**src/rtl/response_line_tokenizer_unit_assert.svh**
```systemverilog
// Assertion macros used by the tokenizer result queue.
`ifndef RESPONSE_LINE_TOKENIZER_UNIT_ASSERT_SVH
`define RESPONSE_LINE_TOKENIZER_UNIT_ASSERT_SVH

// Same-cycle implication, checked at every rising edge outside reset.
`define RLT_ASSERT_NOW(label, ante, cons) \
  label: assert property (@(posedge clk) disable iff (rst) (ante) |-> (cons)) \
    else $error("tokenizer check failed");

// Next-cycle implication, checked at every rising edge outside reset.
`define RLT_ASSERT_NEXT(label, ante, cons) \
  label: assert property (@(posedge clk) disable iff (rst) (ante) |=> (cons)) \
    else $error("tokenizer check failed");

`endif

```
**src/rtl/rlt_pkg.sv**
```systemverilog
// Shared types and constants of the response line tokenizer.
package rlt_pkg;

  localparam int KIND_W = 4;
  localparam int VALUE_W = 32;
  localparam int MODE_W = 4;
  localparam int QUEUE_DEPTH = 4;
  localparam int QPTR_W = 2;
  localparam int QCNT_W = 3;
  localparam int KW_COUNT = 6;

  localparam logic [KIND_W-1:0] KIND_LPAREN = 4'd0;
  localparam logic [KIND_W-1:0] KIND_RPAREN = 4'd1;
  localparam logic [KIND_W-1:0] KIND_SPACE  = 4'd2;
  localparam logic [KIND_W-1:0] KIND_STAR   = 4'd3;
  localparam logic [KIND_W-1:0] KIND_EOL    = 4'd4;
  localparam logic [KIND_W-1:0] KIND_NUMBER = 4'd5;
  localparam logic [KIND_W-1:0] KIND_SBYTE  = 4'd6;
  localparam logic [KIND_W-1:0] KIND_SEND   = 4'd7;
  localparam logic [KIND_W-1:0] KIND_KW0    = 4'd8;
  localparam logic [KIND_W-1:0] KIND_FAIL   = 4'd14;

  localparam logic [MODE_W-1:0] MODE_NORMAL     = 4'd0;
  localparam logic [MODE_W-1:0] MODE_CR         = 4'd1;
  localparam logic [MODE_W-1:0] MODE_QSTR       = 4'd2;
  localparam logic [MODE_W-1:0] MODE_QESC       = 4'd3;
  localparam logic [MODE_W-1:0] MODE_LITNUM     = 4'd4;
  localparam logic [MODE_W-1:0] MODE_LITCR      = 4'd5;
  localparam logic [MODE_W-1:0] MODE_LITLF      = 4'd6;
  localparam logic [MODE_W-1:0] MODE_LITDATA    = 4'd7;
  localparam logic [MODE_W-1:0] MODE_NUMBER     = 4'd8;
  localparam logic [MODE_W-1:0] MODE_ATOM       = 4'd9;
  localparam logic [MODE_W-1:0] MODE_RECOVER    = 4'd10;
  localparam logic [MODE_W-1:0] MODE_RECOVER_CR = 4'd11;

  localparam logic [7:0] CH_LPAREN = 8'h28;
  localparam logic [7:0] CH_RPAREN = 8'h29;
  localparam logic [7:0] CH_SPACE  = 8'h20;
  localparam logic [7:0] CH_STAR   = 8'h2A;
  localparam logic [7:0] CH_QUOTE  = 8'h22;
  localparam logic [7:0] CH_BSLASH = 8'h5C;
  localparam logic [7:0] CH_LBRACE = 8'h7B;
  localparam logic [7:0] CH_RBRACE = 8'h7D;
  localparam logic [7:0] CH_CR     = 8'h0D;
  localparam logic [7:0] CH_LF     = 8'h0A;
  localparam logic [7:0] CH_ZERO   = 8'h30;
  localparam logic [7:0] CH_ASCII_MAX = 8'h7F;

  // Keyword letters, first letter in the low byte.
  localparam logic [63:0] KW_TEXT [KW_COUNT] = '{
    64'h0000_0000_0000_6B6F,  // ok
    64'h0000_0000_0000_6F6E,  // no
    64'h0000_0000_0065_7962,  // bye
    64'h0000_6576_6974_6361,  // active
    64'h6C61_7272_6566_6572,  // referral
    64'h0000_0000_6C73_6173   // sasl
  };
  localparam logic [3:0] KW_LEN [KW_COUNT] = '{4'd2, 4'd2, 4'd3, 4'd6, 4'd8, 4'd4};

  typedef struct packed {
    logic [KIND_W-1:0]  kind;
    logic [VALUE_W-1:0] value;
    logic               last;
  } rlt_res_t;

  typedef struct packed {
    logic     v0;
    logic     v1;
    rlt_res_t res0;
    rlt_res_t res1;
  } rlt_push_t;

endpackage

```
**src/rtl/rlt_lexer.sv**
```systemverilog
// Lexer state and per-byte decision logic.
module rlt_lexer #(
  parameter int MAX_TEXT_LENGTH = 4095,
  parameter int COUNT_BITS = 32,
  parameter int ATOM_STORE = 8
) (
  input  logic              clk,
  input  logic              rst,
  input  logic              take,
  input  logic [7:0]        data_byte,
  input  logic              end_of_input,
  output rlt_pkg::rlt_push_t push
);
  import rlt_pkg::*;

  localparam int LEN_W = $clog2(MAX_TEXT_LENGTH + 1);
  localparam int AIDX_W = $clog2(ATOM_STORE);

  logic [MODE_W-1:0]     mode, mode_next;
  logic [COUNT_BITS-1:0] digit_count, digit_count_next;
  logic [LEN_W-1:0]      string_length, string_length_next;
  logic [LEN_W-1:0]      atom_length, atom_length_next;
  logic [7:0]            atom_letters [ATOM_STORE];

  logic              wr_en;
  logic [AIDX_W-1:0] wr_idx;
  logic [7:0]        wr_data;

  logic [7:0] ch, ch_low;
  logic       is_letter, is_upper, is_digit;
  logic [MODE_W-1:0] fail_mode;

  logic              nb_emit, nb_atom, nb_qstr, nb_lit, nb_num;
  logic [KIND_W-1:0] nb_kind;
  logic [MODE_W-1:0] nb_mode;
  logic              use_nb, nb_slot;

  logic [COUNT_BITS+3:0] prod;
  logic                  overflow;
  logic [COUNT_BITS-1:0] dc_dec;

  logic              kw_found;
  logic [KIND_W-1:0] kw_kind;
  logic              kw_hit;

  logic               e0_v, e1_v;
  logic [KIND_W-1:0]  e0_k, e1_k;
  logic [VALUE_W-1:0] e0_val, e1_val;

  assign ch = data_byte;
  assign is_upper = (ch >= 8'h41) && (ch <= 8'h5A);
  assign is_letter = is_upper || ((ch >= 8'h61) && (ch <= 8'h7A));
  assign ch_low = is_upper ? (ch | 8'h20) : ch;
  assign is_digit = (ch >= CH_ZERO) && (ch <= 8'h39);
  assign fail_mode = (ch == CH_CR) ? MODE_RECOVER_CR : MODE_RECOVER;

  assign prod = ({4'b0, digit_count} << 3) + ({4'b0, digit_count} << 1)
              + (COUNT_BITS + 4)'(ch - CH_ZERO);
  assign overflow = |prod[COUNT_BITS+3:COUNT_BITS];
  assign dc_dec = digit_count - COUNT_BITS'(1);

  always_comb begin
    kw_found = 1'b0;
    kw_kind = KIND_KW0;
    for (int k = 0; k < KW_COUNT; k++) begin
      kw_hit = (32'(atom_length) == 32'(KW_LEN[k]));
      for (int i = 0; i < 8; i++) begin
        if (i < int'(KW_LEN[k]) && atom_letters[i] != KW_TEXT[k][8*i +: 8]) begin
          kw_hit = 1'b0;
        end
      end
      if (kw_hit && !kw_found) begin
        kw_found = 1'b1;
        kw_kind = KIND_KW0 + KIND_W'(k);
      end
    end
  end

  always_comb begin
    nb_emit = 1'b0;
    nb_kind = KIND_LPAREN;
    nb_mode = MODE_NORMAL;
    nb_atom = 1'b0;
    nb_qstr = 1'b0;
    nb_lit = 1'b0;
    nb_num = 1'b0;
    if (is_letter) begin
      nb_mode = MODE_ATOM;
      nb_atom = 1'b1;
    end else begin
      case (ch)
        CH_LPAREN: begin nb_emit = 1'b1; nb_kind = KIND_LPAREN; end
        CH_RPAREN: begin nb_emit = 1'b1; nb_kind = KIND_RPAREN; end
        CH_SPACE:  begin nb_emit = 1'b1; nb_kind = KIND_SPACE; end
        CH_STAR:   begin nb_emit = 1'b1; nb_kind = KIND_STAR; end
        CH_QUOTE:  begin nb_mode = MODE_QSTR; nb_qstr = 1'b1; end
        CH_LBRACE: begin nb_mode = MODE_LITNUM; nb_lit = 1'b1; end
        CH_CR:     nb_mode = MODE_CR;
        CH_LF:     begin nb_emit = 1'b1; nb_kind = KIND_EOL; end
        default: begin
          if (is_digit) begin
            nb_mode = MODE_NUMBER;
            nb_num = 1'b1;
          end else begin
            nb_emit = 1'b1;
            nb_kind = KIND_FAIL;
            nb_mode = MODE_RECOVER;
          end
        end
      endcase
    end
  end

  always_comb begin
    mode_next = mode;
    digit_count_next = digit_count;
    string_length_next = string_length;
    atom_length_next = atom_length;
    wr_en = 1'b0;
    wr_idx = '0;
    wr_data = ch_low;
    use_nb = 1'b0;
    nb_slot = 1'b0;
    e0_v = 1'b0;
    e0_k = KIND_FAIL;
    e0_val = '0;
    e1_v = 1'b0;
    e1_k = KIND_FAIL;
    e1_val = '0;
    if (end_of_input) begin
      e0_v = 1'b1;
      mode_next = MODE_NORMAL;
      digit_count_next = '0;
      string_length_next = '0;
      atom_length_next = '0;
    end else begin
      case (mode)
        MODE_NORMAL: use_nb = 1'b1;
        MODE_CR: begin
          if (ch == CH_LF) begin
            e0_v = 1'b1; e0_k = KIND_EOL; mode_next = MODE_NORMAL;
          end else begin
            e0_v = 1'b1; mode_next = fail_mode;
          end
        end
        MODE_QSTR: begin
          if (ch == CH_QUOTE) begin
            e0_v = 1'b1; e0_k = KIND_SEND; mode_next = MODE_NORMAL;
          end else if (ch == 8'h00 || ch > CH_ASCII_MAX
                       || string_length >= LEN_W'(MAX_TEXT_LENGTH)) begin
            e0_v = 1'b1; mode_next = fail_mode;
          end else if (ch == CH_BSLASH) begin
            mode_next = MODE_QESC;
          end else begin
            e0_v = 1'b1; e0_k = KIND_SBYTE; e0_val = VALUE_W'(ch);
            string_length_next = string_length + LEN_W'(1);
          end
        end
        MODE_QESC: begin
          if (ch == CH_QUOTE || ch == CH_BSLASH) begin
            e0_v = 1'b1; e0_k = KIND_SBYTE; e0_val = VALUE_W'(ch);
            string_length_next = string_length + LEN_W'(1);
            mode_next = MODE_QSTR;
          end else begin
            e0_v = 1'b1; mode_next = fail_mode;
          end
        end
        MODE_LITNUM: begin
          if (is_digit) begin
            if (overflow) begin
              e0_v = 1'b1; mode_next = fail_mode;
            end else begin
              digit_count_next = prod[COUNT_BITS-1:0];
            end
          end else if (ch == CH_RBRACE) begin
            mode_next = MODE_LITCR;
          end else begin
            e0_v = 1'b1; mode_next = fail_mode;
          end
        end
        MODE_LITCR: begin
          if (ch == CH_CR) mode_next = MODE_LITLF;
          else begin
            e0_v = 1'b1; mode_next = fail_mode;
          end
        end
        MODE_LITLF: begin
          if (ch != CH_LF) begin
            e0_v = 1'b1; mode_next = fail_mode;
          end else if (digit_count == '0) begin
            e0_v = 1'b1; e0_k = KIND_SEND; mode_next = MODE_NORMAL;
          end else begin
            mode_next = MODE_LITDATA;
          end
        end
        MODE_LITDATA: begin
          e0_v = 1'b1; e0_k = KIND_SBYTE; e0_val = VALUE_W'(ch);
          digit_count_next = dc_dec;
          if (dc_dec == '0) begin
            e1_v = 1'b1; e1_k = KIND_SEND; mode_next = MODE_NORMAL;
          end
        end
        MODE_NUMBER: begin
          if (is_digit) begin
            if (overflow) begin
              e0_v = 1'b1; mode_next = fail_mode;
            end else begin
              digit_count_next = prod[COUNT_BITS-1:0];
            end
          end else begin
            e0_v = 1'b1; e0_k = KIND_NUMBER; e0_val = VALUE_W'(digit_count);
            use_nb = 1'b1; nb_slot = 1'b1;
          end
        end
        MODE_ATOM: begin
          if (is_letter) begin
            if (atom_length >= LEN_W'(MAX_TEXT_LENGTH)) begin
              e0_v = 1'b1; mode_next = fail_mode;
            end else begin
              if (32'(atom_length) < 32'(ATOM_STORE)) begin
                wr_en = 1'b1;
                wr_idx = AIDX_W'(atom_length);
              end
              atom_length_next = atom_length + LEN_W'(1);
            end
          end else if (kw_found) begin
            e0_v = 1'b1; e0_k = kw_kind;
            use_nb = 1'b1; nb_slot = 1'b1;
          end else begin
            e0_v = 1'b1; mode_next = fail_mode;
          end
        end
        MODE_RECOVER_CR: begin
          if (ch == CH_LF) begin
            e0_v = 1'b1; e0_k = KIND_EOL; mode_next = MODE_NORMAL;
          end else if (ch != CH_CR) begin
            mode_next = MODE_RECOVER;
          end
        end
        default: mode_next = fail_mode;
      endcase
      if (use_nb) begin
        mode_next = nb_mode;
        if (nb_atom) begin
          wr_en = 1'b1;
          wr_idx = '0;
          atom_length_next = LEN_W'(1);
        end
        if (nb_qstr) string_length_next = '0;
        if (nb_lit) digit_count_next = '0;
        if (nb_num) digit_count_next = COUNT_BITS'(ch - CH_ZERO);
        if (nb_emit) begin
          if (nb_slot) begin
            e1_v = 1'b1; e1_k = nb_kind;
          end else begin
            e0_v = 1'b1; e0_k = nb_kind;
          end
        end
      end
    end
  end

  always_comb begin
    push.v0 = take && e0_v;
    push.v1 = take && e1_v;
    push.res0.kind = e0_k;
    push.res0.value = e0_val;
    push.res0.last = !e1_v;
    push.res1.kind = e1_k;
    push.res1.value = e1_val;
    push.res1.last = 1'b1;
  end

  always_ff @(posedge clk) begin
    if (rst) begin
      mode <= MODE_NORMAL;
      digit_count <= '0;
      string_length <= '0;
      atom_length <= '0;
    end else if (take) begin
      mode <= mode_next;
      digit_count <= digit_count_next;
      string_length <= string_length_next;
      atom_length <= atom_length_next;
    end
  end

  always_ff @(posedge clk) begin
    if (take && wr_en && !end_of_input) begin
      atom_letters[wr_idx] <= wr_data;
    end
  end

endmodule

```
**src/rtl/rlt_outq.sv**
```systemverilog
// Result queue that takes up to two results per cycle and hands out one per cycle while out_stall is low.
`include "response_line_tokenizer_unit_assert.svh"

module rlt_outq (
  input  logic               clk,
  input  logic               rst,
  input  rlt_pkg::rlt_push_t push,
  output logic               room,
  output logic               out_valid,
  input  logic               out_stall,
  output rlt_pkg::rlt_res_t  head
);
  import rlt_pkg::*;

  rlt_res_t            entries [QUEUE_DEPTH];
  logic [QPTR_W-1:0]   wr_ptr, rd_ptr;
  logic [QCNT_W-1:0]   count, count_next;
  logic                pop;

  assign room = (count <= QCNT_W'(QUEUE_DEPTH - 2));
  assign out_valid = (count != '0);
  assign pop = out_valid && !out_stall;
  assign head = entries[rd_ptr];

  always_comb begin
    count_next = count + QCNT_W'(push.v0) + QCNT_W'(push.v1) - QCNT_W'(pop);
  end

  always_ff @(posedge clk) begin
    if (rst) begin
      wr_ptr <= '0;
      rd_ptr <= '0;
      count <= '0;
    end else begin
      count <= count_next;
      if (pop) rd_ptr <= rd_ptr + QPTR_W'(1);
      if (push.v0 && push.v1) wr_ptr <= wr_ptr + QPTR_W'(2);
      else if (push.v0) wr_ptr <= wr_ptr + QPTR_W'(1);
    end
  end

  always_ff @(posedge clk) begin
    if (push.v0) entries[wr_ptr] <= push.res0;
    if (push.v1) entries[wr_ptr + QPTR_W'(1)] <= push.res1;
  end

  `RLT_ASSERT_NOW(a_second_needs_first, push.v1, push.v0)
  `RLT_ASSERT_NOW(a_push_has_space, push.v0, count <= QCNT_W'(QUEUE_DEPTH - 2))
  `RLT_ASSERT_NEXT(a_pair_grows_by_two, push.v1 && !pop, count == $past(count) + QCNT_W'(2))

endmodule

```
**src/rtl/response_line_tokenizer_unit.sv**
```systemverilog
// Top level of the response line tokenizer: input register, lexer and result queue.
//
// Input channel (in_valid, in_stall, data_byte, end_of_input) carries one byte of a
// protocol response per transfer; end_of_input flags a closed stream and makes the
// byte ignored. Output channel (out_valid, out_stall, kind, value, last) carries one
// token per transfer; last marks the final token caused by an input byte. A byte
// can cause zero, one or two tokens.
// A byte taken into the input register is lexed once the result queue has room, and
// its tokens are written into the queue and offered from its head.
// Throughput: one byte per cycle while each byte yields at most one token and
// out_stall stays low; the two tokens of a byte leave one after the other through
// the single output port, and the four-entry result queue paces the input through in_stall.
// A stalled receiver fills the result queue; once fewer than two entries are free
// the lexer holds the registered byte and in_stall rises.
// Reset (rst, synchronous): lexer returns to normal mode with its counters
// cleared, queue and input register are emptied. No clearing pass is needed.
module response_line_tokenizer_unit #(
  parameter int MAX_TEXT_LENGTH = 4095,
  parameter int COUNT_BITS = 32,
  parameter int ATOM_STORE = 8
) (
  input  logic        clk,
  input  logic        rst,
  input  logic        in_valid,
  output logic        in_stall,
  input  logic [7:0]  data_byte,
  input  logic        end_of_input,
  output logic        out_valid,
  input  logic        out_stall,
  output logic [3:0]  kind,
  output logic [31:0] value,
  output logic        last
);
  import rlt_pkg::*;

  logic       in_full;
  logic [7:0] byte_q;
  logic       eoi_q;
  logic       room;
  logic       take;
  rlt_push_t  push;
  rlt_res_t   head;

  assign take = in_full && room;
  assign in_stall = in_full && !room;

  always_ff @(posedge clk) begin
    if (rst) begin
      in_full <= 1'b0;
    end else if (in_valid && !in_stall) begin
      in_full <= 1'b1;
    end else if (take) begin
      in_full <= 1'b0;
    end
  end

  always_ff @(posedge clk) begin
    if (in_valid && !in_stall) begin
      byte_q <= data_byte;
      eoi_q <= end_of_input;
    end
  end

  rlt_lexer #(
    .MAX_TEXT_LENGTH(MAX_TEXT_LENGTH),
    .COUNT_BITS(COUNT_BITS),
    .ATOM_STORE(ATOM_STORE)
  ) u_lexer (
    .clk(clk),
    .rst(rst),
    .take(take),
    .data_byte(byte_q),
    .end_of_input(eoi_q),
    .push(push)
  );

  rlt_outq u_outq (
    .clk(clk),
    .rst(rst),
    .push(push),
    .room(room),
    .out_valid(out_valid),
    .out_stall(out_stall),
    .head(head)
  );

  assign kind = head.kind;
  assign value = head.value;
  assign last = head.last;

endmodule

```
**config.mk**
```make
export PLATFORM = sky130hd
export DESIGN_NAME = response_line_tokenizer_unit
export DESIGN_NICKNAME = d
export VERILOG_FILES = /design/src/rtl/rlt_pkg.sv /design/src/rtl/rlt_lexer.sv /design/src/rtl/rlt_outq.sv /design/src/rtl/response_line_tokenizer_unit.sv
export VERILOG_INCLUDE_DIRS = /design/src /design/src/rtl
export SDC_FILE = /design/constraint.sdc
export NUM_CORES = 1
export LEC_CHECK = 0
export ABC_AREA = 1
export BUFFER_PORTS_ARGS = -buffer_cell sky130_fd_sc_hd__buf_4
export CAP_MARGIN = 20
export CORE_MARGIN = 2
export CORE_UTILIZATION = 60
export CTS_CLUSTER_DIAMETER = 150
export CTS_CLUSTER_SIZE = 24
export DETAILED_ROUTE_END_ITERATION = 7
export PLACE_DENSITY = 0.77
export SKIP_CTS_REPAIR_TIMING = 1
export SYNTH_ARGS = -nofsm -noshare
export SYNTH_HDL_FRONTEND = slang
export SYNTH_SLANG_ARGS = --single-unit
```
**constraint.sdc**
```tcl
create_clock -name clk -period 10.6 [get_ports clk]
set_clock_uncertainty 0.2 [all_clocks]
set_input_delay 1.06 -clock clk [delete_from_list [all_inputs] [get_ports clk]]
set_output_delay 1.06 -clock clk [all_outputs]
set_load 0.01 [all_outputs]
```
==> results.json, run 1 <==
{
  "status": "completed",
  "timing_hold_violations_final": 0,
  "worst-endpoint-arrival_ns": 6.56,
  "final.period_utilization_pct": 60.0,
  "reg2reg_setup_slack_ns": 4.24,
  "pin_count": 52,
  "setup.worst_path.end": "u_outq.count[2]$_SDFF_PP0_",
  "clockBufferDepth": 3,
  "mostFrequentLayoutCells": "sky130_fd_sc_hd__nand2_1, sky130_fd_sc_hd__nor2_1, sky130_fd_sc_hd__inv_1",
  "hold_class": "flop to flop",
  "tightest_slew_ns": 1.14,
  "wire_per_inst_microns": 16.8,
  "clk_pin_slew_ns": 0.11,
  "mostFrequentLayoutCell": "sky130_fd_sc_hd__nand2_1",
  "critical_path_buf_inv_count": 3,
  "depth_of_the_critical_timing_path_with_buffers_and_inverters_included": 25,
  "design.die.area_sq_um": 34400,
  "instance_count_after_placement_with_tap_cells_included": 3399,
  "cap_violations": 0,
  "timing.critical_path.slowest_stage_cell": "sky130_fd_sc_hd__edfxtp_1",
  "leakagePower_nw": 11.1,
  "crit_family": "adder cells",
  "clock_tree_from_tritoncts": "done",
  "finalHoldWorstSlack_ns": 0.271,
  "postSynthNetCount": 3107,
  "dieWidth_microns": 186,
  "drt_first_iter_violations": 1906,
  "setup.worst_path.end_class": "flop",
  "num_rows": 66,
  "cts_root_buffer": "sky130_fd_sc_hd__clkbuf_16",
  "synth.distinct_cells": 57,
  "clk_latency_ns": 0.53,
  "place.port_buffers": 51,
  "gp_congestion": 0.983,
  "timing.max_slew.rel_slack_pct": 24.2,
  "timing.critical_path.slowest_cell_delay_ns": 0.69,
  "hpwl_microns": 40000,
  "worstPathRequired_ns": 10.80,
  "worst_setup_path_startpoint": "byte_q[4]$_DFFE_PP_",
  "dr.pass1.iters": 8,
  "grt_first_pass_wirelength_microns": 91100,
  "finalCriticalPeriod_ns": 6.36,
  "critical_path_peak_fanout": 42,
  "final_cell_area_sq_um": 20800,
  "num_vias": 19400,
  "total_overflow_reported_by_the_global_router": 0,
  "detail_route.wirelength_microns": 57400,
  "yosys_warnings": 0,
  "yosys_register_bits": 291,
  "cpMostUsedCell": "sky130_fd_sc_hd__nand2_1",
  "layout-area-overhead-vs-synth_pct": 5.14,
  "die_h_microns": 186,
  "finalNonFillerCells": 3426,
  "synth.avg_cell_area_sq_um": 6.58,
  "cts_htree_levels": 1,
  "placed_cell_area_sq_um": 20300,
  "syn_area_sq_um": 19800,
  "ys_seq_area_share_pct": 34.0,
  "timing.final.setup_violations": 0,
  "insertedDiodeCount": 0,
  "power_density_nw_per_um2": 180,
  "timing.reg2reg.worst_path_depth": 25,
  "globalRouteTotalUtil_pct": 33.0,
  "core-area_sq_um": 32500,
  "first_global_vias": 17700,
  "regToRegStartpoint": "byte_q[4]$_DFFE_PP_",
  "ant_nets": 0,
  "grt_antenna_before_repair": 0,
  "remaining_drc_errors": 0,
  "gate_count_of_the_mapped_netlist": 3007,
  "drive_gt1_share_pct": 5.50,
  "cts_buffers": 16,
  "reg2reg_to": "u_outq.count[2]$_SDFF_PP0_",
  "startpoint_type": "flop",
  "timing.setup.tns_ns": 0,
  "final_max_slew_viol_count": 0,
  "rsz0062_at_grt": "false",
  "finalNetCount": 3078,
  "avgViaCountPerCell": 5.67,
  "grt_start_max_net_pins": 91,
  "clock_sinks": 291,
  "initial_utilization_pct": 60.8,
  "final_util_pct": 63.9,
  "vdd_ir_drop_max_uv": 156,
  "maxClockFrequency_mhz": 157,
  "worstSetupPathType": "flop to flop"
}
[how the worst min path moves through the flow]
stage	startpoint	cells after the start	to
3_5_place_dp	u_outq.entries[2][0]$_SDFFE_PP1P_	2	u_outq.entries[2][0]$_SDFFE_PP1P_
5_1_grt	u_outq.rd_ptr[0]$_SDFFE_PP0P_	1	flop
2_1_floorplan	u_outq.rd_ptr[1]$_SDFFE_PP0P_	2	flop
4_1_cts	u_outq.rd_ptr[0]$_SDFFE_PP0P_	1	flop
6_report	u_outq.rd_ptr[0]$_SDFFE_PP0P_	1	flop
3_3_place_gp	u_outq.rd_ptr[0]$_SDFFE_PP0P_	1	flop
[where the power goes]
part,switching (mW),total [mW],internal (mW),leakage (nW)
Combinational,0.954,1.50,0.541,8.36
Sequential,0.133,1.55,1.42,2.47
Clock,0.397,0.700,0.303,0.228
Total,1.48,3.74,2.26,11.1
[registers in the layout (all words and copies together), names as in the netlist, named ones only]
signal	flops
u_lexer.digit_count	32
u_lexer.atom_letters	64
eoi_q	1
u_outq.rd_ptr	2
in_full	1
u_outq.count	3
byte_q	8
u_outq.wr_ptr	2
u_outq.entries	148
u_lexer.string_length	12
u_lexer.mode	4
u_lexer.atom_length	12
[area by class of cell]
type / instances / area [sq um]
clock inverters: 1 / 30.0
fillers: 3072 / 11700
flip-flops and latches: 291 / 6720
inverters: 407 / 1530
well taps: 442 / 553
multi-input cells: 2194 / 11000
repair buffers: 68 / 548
clock buffers: 23 / 448
[metal layers]
metal | part of all wire, % | vias up | global-route usage [%] | wire, microns
met5 | 0 | - | 0 | 0
met4 | 3.9 | 0 | 13.1 | 2250
met3 | 6.2 | 146 | 3.07 | 3550
met1 | 43 | 9004 | 44.4 | 24800
met2 | 47 | 766 | 54.9 | 26800
li1 | - | 9497 | - | -
[synthesized netlist by cell type, drive strengths merged]
master,instances,area share (%)
a211oi,2,0.076
a21boi,2,0.076
a21o,4,0.15
a21oi,224,5.7
a221oi,1,0.044
a22oi,7,0.27
a2bb2oi,1,0.044
a31oi,13,0.41
a32oi,1,0.044
and3,7,0.22
and3b,1,0.044
buf,45,1.6
clkbuf,70,1.3
clkinv,1,0.019
dfxtp,202,20
edfxtp,89,14
fa,33,3.3
ha,54,3.4
inv,406,7.7
nand2,837,16
nand3,158,4.4
nand3b,12,0.46
nand4,53,1.7
nor2,489,9.7
nor3,57,1.6
nor3b,1,0.038
nor4,8,0.33
o2111ai,1,0.044
o211ai,12,0.46
o21ai,131,3.4
o21bai,4,0.15
o221ai,1,0.044
o22ai,13,0.41
o311ai,1,0.044
o31ai,2,0.076
o32a,1,0.051
o41ai,1,0.044
or2,5,0.16
xnor2,18,0.80
xor2,39,1.7
[through the flow]
step | power [mW] | worst slack (ns)
final | 3.74 | 4.24
after global routing | 4.01 | 3.74
after CTS | 3.73 | 4.29
after detailed placement | 3.05 | 4.34
after global placement | 2.99 | 4.49
after floorplan | 2.59 | 3.23
[logic make-up (layout without fill, tap and decap cells)]
group           after synthesis  in the layout  share of synthesized area [%]
flops                       291            291                           34.0
fa+ha+maj                    87             87                           6.76
compound gates              422            422                           11.5
xor+xnor                     57             57                           2.52
simple gates               1628           1628                           34.6
buf+inv                     522            499                           10.6
(Power assumes the default switching activity.)
==> inputs of run 2 (changes only) <==
- CORE_UTILIZATION: 60 -> 58
- PLACE_DENSITY: 0.77 -> 0.78
- clock period: 10.6 -> 5.2 ns (I/O delays scaled with it)
==> run 2 against run 1 <==
  * Worst hold slack lost 0.17 ns
  * Critical path depth is the same
  * Cell area grew 4.0%
  * First-iteration DRC count shrank 1.5%
  * Non-clock buffer count grew 49
  * Combinational power grew 110%
  * Maximum frequency grew 26%
  * Clock power grew 100%
  * Cell count grew 1.6%
  * Global-route usage shrank 0.65 points
==> results.json, run 2 (synthesized netlist as in run 1, its figures left out) <==
{
  "largestRegisters": "u_outq.entries: 148 flops, u_lexer.atom_letters: 64 flops, u_lexer.digit_count: 32 flops",
  "timing.max_slew.rel_slack_pct": 25.8,
  "final.period_utilization_pct": 97.2,
  "clk_latency_ns": 0.52,
  "gp_congestion": 0.986,
  "clk_pin_slew_ns": 0.09,
  "instance_count_after_placement_with_tap_cells_included": 3436,
  "clockBufferDepth": 3,
  "clock_sinks": 291,
  "pin_count": 52,
  "design.die.area_sq_um": 35600,
  "initial_utilization_pct": 59.0,
  "grt_antenna_before_repair": 0,
  "place.port_buffers": 51,
  "insertedDiodeCount": 0,
  "ant_nets": 0,
  "maxClockFrequency_mhz": 198,
  "fillCellCount": 3065,
  "crit_family": "adder cells",
  "power_density_nw_per_um2": 358,
  "dieWidth_microns": 189,
  "mostFrequentLayoutCell": "sky130_fd_sc_hd__nand2_1",
  "vdd_ir_drop_max_uv": 343,
  "first_global_vias": 18300,
  "timing.critical_path.slowest_cell_delay_ns": 0.47,
  "num_vias": 19800,
  "wire_per_inst_microns": 17.0,
  "top_register": "u_outq.entries",
  "worstSetupPathType": "flop to flop",
  "grt_start_max_net_pins": 65,
  "mostFrequentLayoutCells": "sky130_fd_sc_hd__nand2_1, sky130_fd_sc_hd__nor2_1, sky130_fd_sc_hd__inv_1",
  "hold_class": "input port to flop",
  "drive_gt1_share_pct": 8.34,
  "startpoint_type": "flop",
  "critical_path_buf_inv_count": 3,
  "timing.setup.tns_ns": 0,
  "drt_first_iter_violations": 1878,
  "worstPathRequired_ns": 5.37,
  "cts_buffers": 16,
  "critical_path_peak_fanout": 7,
  "die_h_microns": 189,
  "cts_htree_levels": 1,
  "hpwl_microns": 41800,
  "dr.pass1.iters": 6,
  "cts_root_buffer": "sky130_fd_sc_hd__clkbuf_16",
  "flip_flop_count_of_the_largest_register_all_copies_and_words_added": 148,
  "finalNonFillerCells": 3481,
  "core-area_sq_um": 33500,
  "status": "completed",
  "setup.worst_path.end_class": "flop",
  "worst-endpoint-arrival_ns": 5.23,
  "finalNetCount": 3127,
  "final_max_slew_viol_count": 0,
  "finalHoldWorstSlack_ns": 0.0983,
  "num_rows": 67,
  "globalRouteTotalUtil_pct": 32.3,
  "leakagePower_nw": 11.3,
  "detail_route.wirelength_microns": 59100,
  "avgViaCountPerCell": 5.69,
  "grt_first_pass_wirelength_microns": 94100,
  "tightest_slew_ns": 1.11,
  "cpMostUsedCell": "sky130_fd_sc_hd__nand2_1",
  "total_overflow_reported_by_the_global_router": 0,
  "timing.critical_path.slowest_stage_cell": "sky130_fd_sc_hd__edfxtp_1",
  "cap_violations": 0,
  "final_util_pct": 64.5,
  "timing.final.setup_violations": 0,
  "remaining_drc_errors": 0,
  "layout-area-overhead-vs-synth_pct": 9.31,
  "clock_tree_from_tritoncts": "done",
  "timing_hold_violations_final": 0,
  "finalCriticalPeriod_ns": 5.06
}
[run 2: cell types whose count changed in the layout (fill, tap and decap cells not counted), moves of 4 or more]
cell and delta:
sky130_fd_sc_hd__nor2_2 +4, sky130_fd_sc_hd__ha_1 -18, sky130_fd_sc_hd__buf_4 +35, sky130_fd_sc_hd__nor2_1 -8
sky130_fd_sc_hd__nand2_1 -8, sky130_fd_sc_hd__a21oi_1 -7, sky130_fd_sc_hd__nor2_4 +4, sky130_fd_sc_hd__nand2_2 +6
sky130_fd_sc_hd__a21oi_2 +7, sky130_fd_sc_hd__dlygate4sd3_1 +9, sky130_fd_sc_hd__ha_4 +17
[run 2: final timing paths]
check	startpoint	endpoint	slack [ns]	cells after the start
worst min register to register	u_lexer.string_length[4]$_SDFFE_PP0P_	u_lexer.string_length[4]$_SDFFE_PP0P_	0.28	2
worst max-delay path	byte_q[4]$_DFFE_PP_	u_outq.count[2]$_SDFF_PP0_	0.14	25
worst min-delay path	in_valid	in_full$_SDFFE_PP0P_	0.1	3
worst max register to register	byte_q[4]$_DFFE_PP_	u_outq.count[2]$_SDFF_PP0_	0.14	25
[run 2: final cells by class]
type | count | area, sq um | area share, %
Sequential cell | 291 | 6720 | 31.1
Multi-Input combinational cell | 2194 | 11300 | 52.5
Clock buffer | 22 | 444 | 2.05
Timing Repair Buffer | 117 | 1000 | 4.65
Inverter | 407 | 1530 | 7.07
Tap cell | 448 | 561 | 2.59
Clock inverter | 2 | 25.0 | 0.116
[run 2: worst register-to-register path, cell delays in order, from the launching register on]
cell	delay (ns)
sky130_fd_sc_hd__edfxtp_1	0.47
sky130_fd_sc_hd__ha_4	0.23
sky130_fd_sc_hd__nor3_4	0.12
sky130_fd_sc_hd__buf_6	0.17
sky130_fd_sc_hd__clkbuf_16	0.18
sky130_fd_sc_hd__fa_1	0.43
sky130_fd_sc_hd__ha_1	0.39
sky130_fd_sc_hd__nand2_1	0.13
sky130_fd_sc_hd__nor2_1	0.22
sky130_fd_sc_hd__nand2_1	0.13
sky130_fd_sc_hd__nor3_1	0.16
sky130_fd_sc_hd__nand2_1	0.10
sky130_fd_sc_hd__nand2_1	0.07
sky130_fd_sc_hd__nand2_1	0.08
sky130_fd_sc_hd__nand2_1	0.12
sky130_fd_sc_hd__nor2_4	0.06
sky130_fd_sc_hd__nand3_4	0.10
sky130_fd_sc_hd__nand2_4	0.08
sky130_fd_sc_hd__nand3_4	0.13
sky130_fd_sc_hd__nand2_4	0.06
sky130_fd_sc_hd__ha_1	0.29
sky130_fd_sc_hd__inv_1	0.05
sky130_fd_sc_hd__fa_2	0.33
sky130_fd_sc_hd__fa_1	0.39
sky130_fd_sc_hd__xor2_1	0.18
sky130_fd_sc_hd__nor2_1	0.05
[run 2: metal layers]
metal / wire length [microns] / vias up / track usage (%)
li1: - / 9591 / -
met1: 24600 / 9250 / 43.2
met2: 28300 / 814 / 54.8
met3: 4130 / 138 / 2.96
met4: 2160 / 0 / 11.4
met5: 0 / - / 0
[run 2: power breakdown]
group	internal, mW	leakage (nW)	total, mW	switching, mW
clock	0.615	0.227	1.40	0.781
sequential	2.89	2.47	3.14	0.255
combinational	1.19	8.61	3.20	2.01
[run 2: through the flow]
| step | setup WS (ns) | power [mW] | area (sq um) |
|---|---|---|---|
| global placement | 0.165 | 6.15 | 20600 |
| CTS | 0.00389 | 7.64 | 21100 |
| detailed placement | 0.0351 | 6.26 | 20600 |
| finish | 0.143 | 7.73 | 21600 |
| floorplan | -0.262 | 5.29 | 19900 |
| global route | -0.0731 | 8.28 | 21600 |
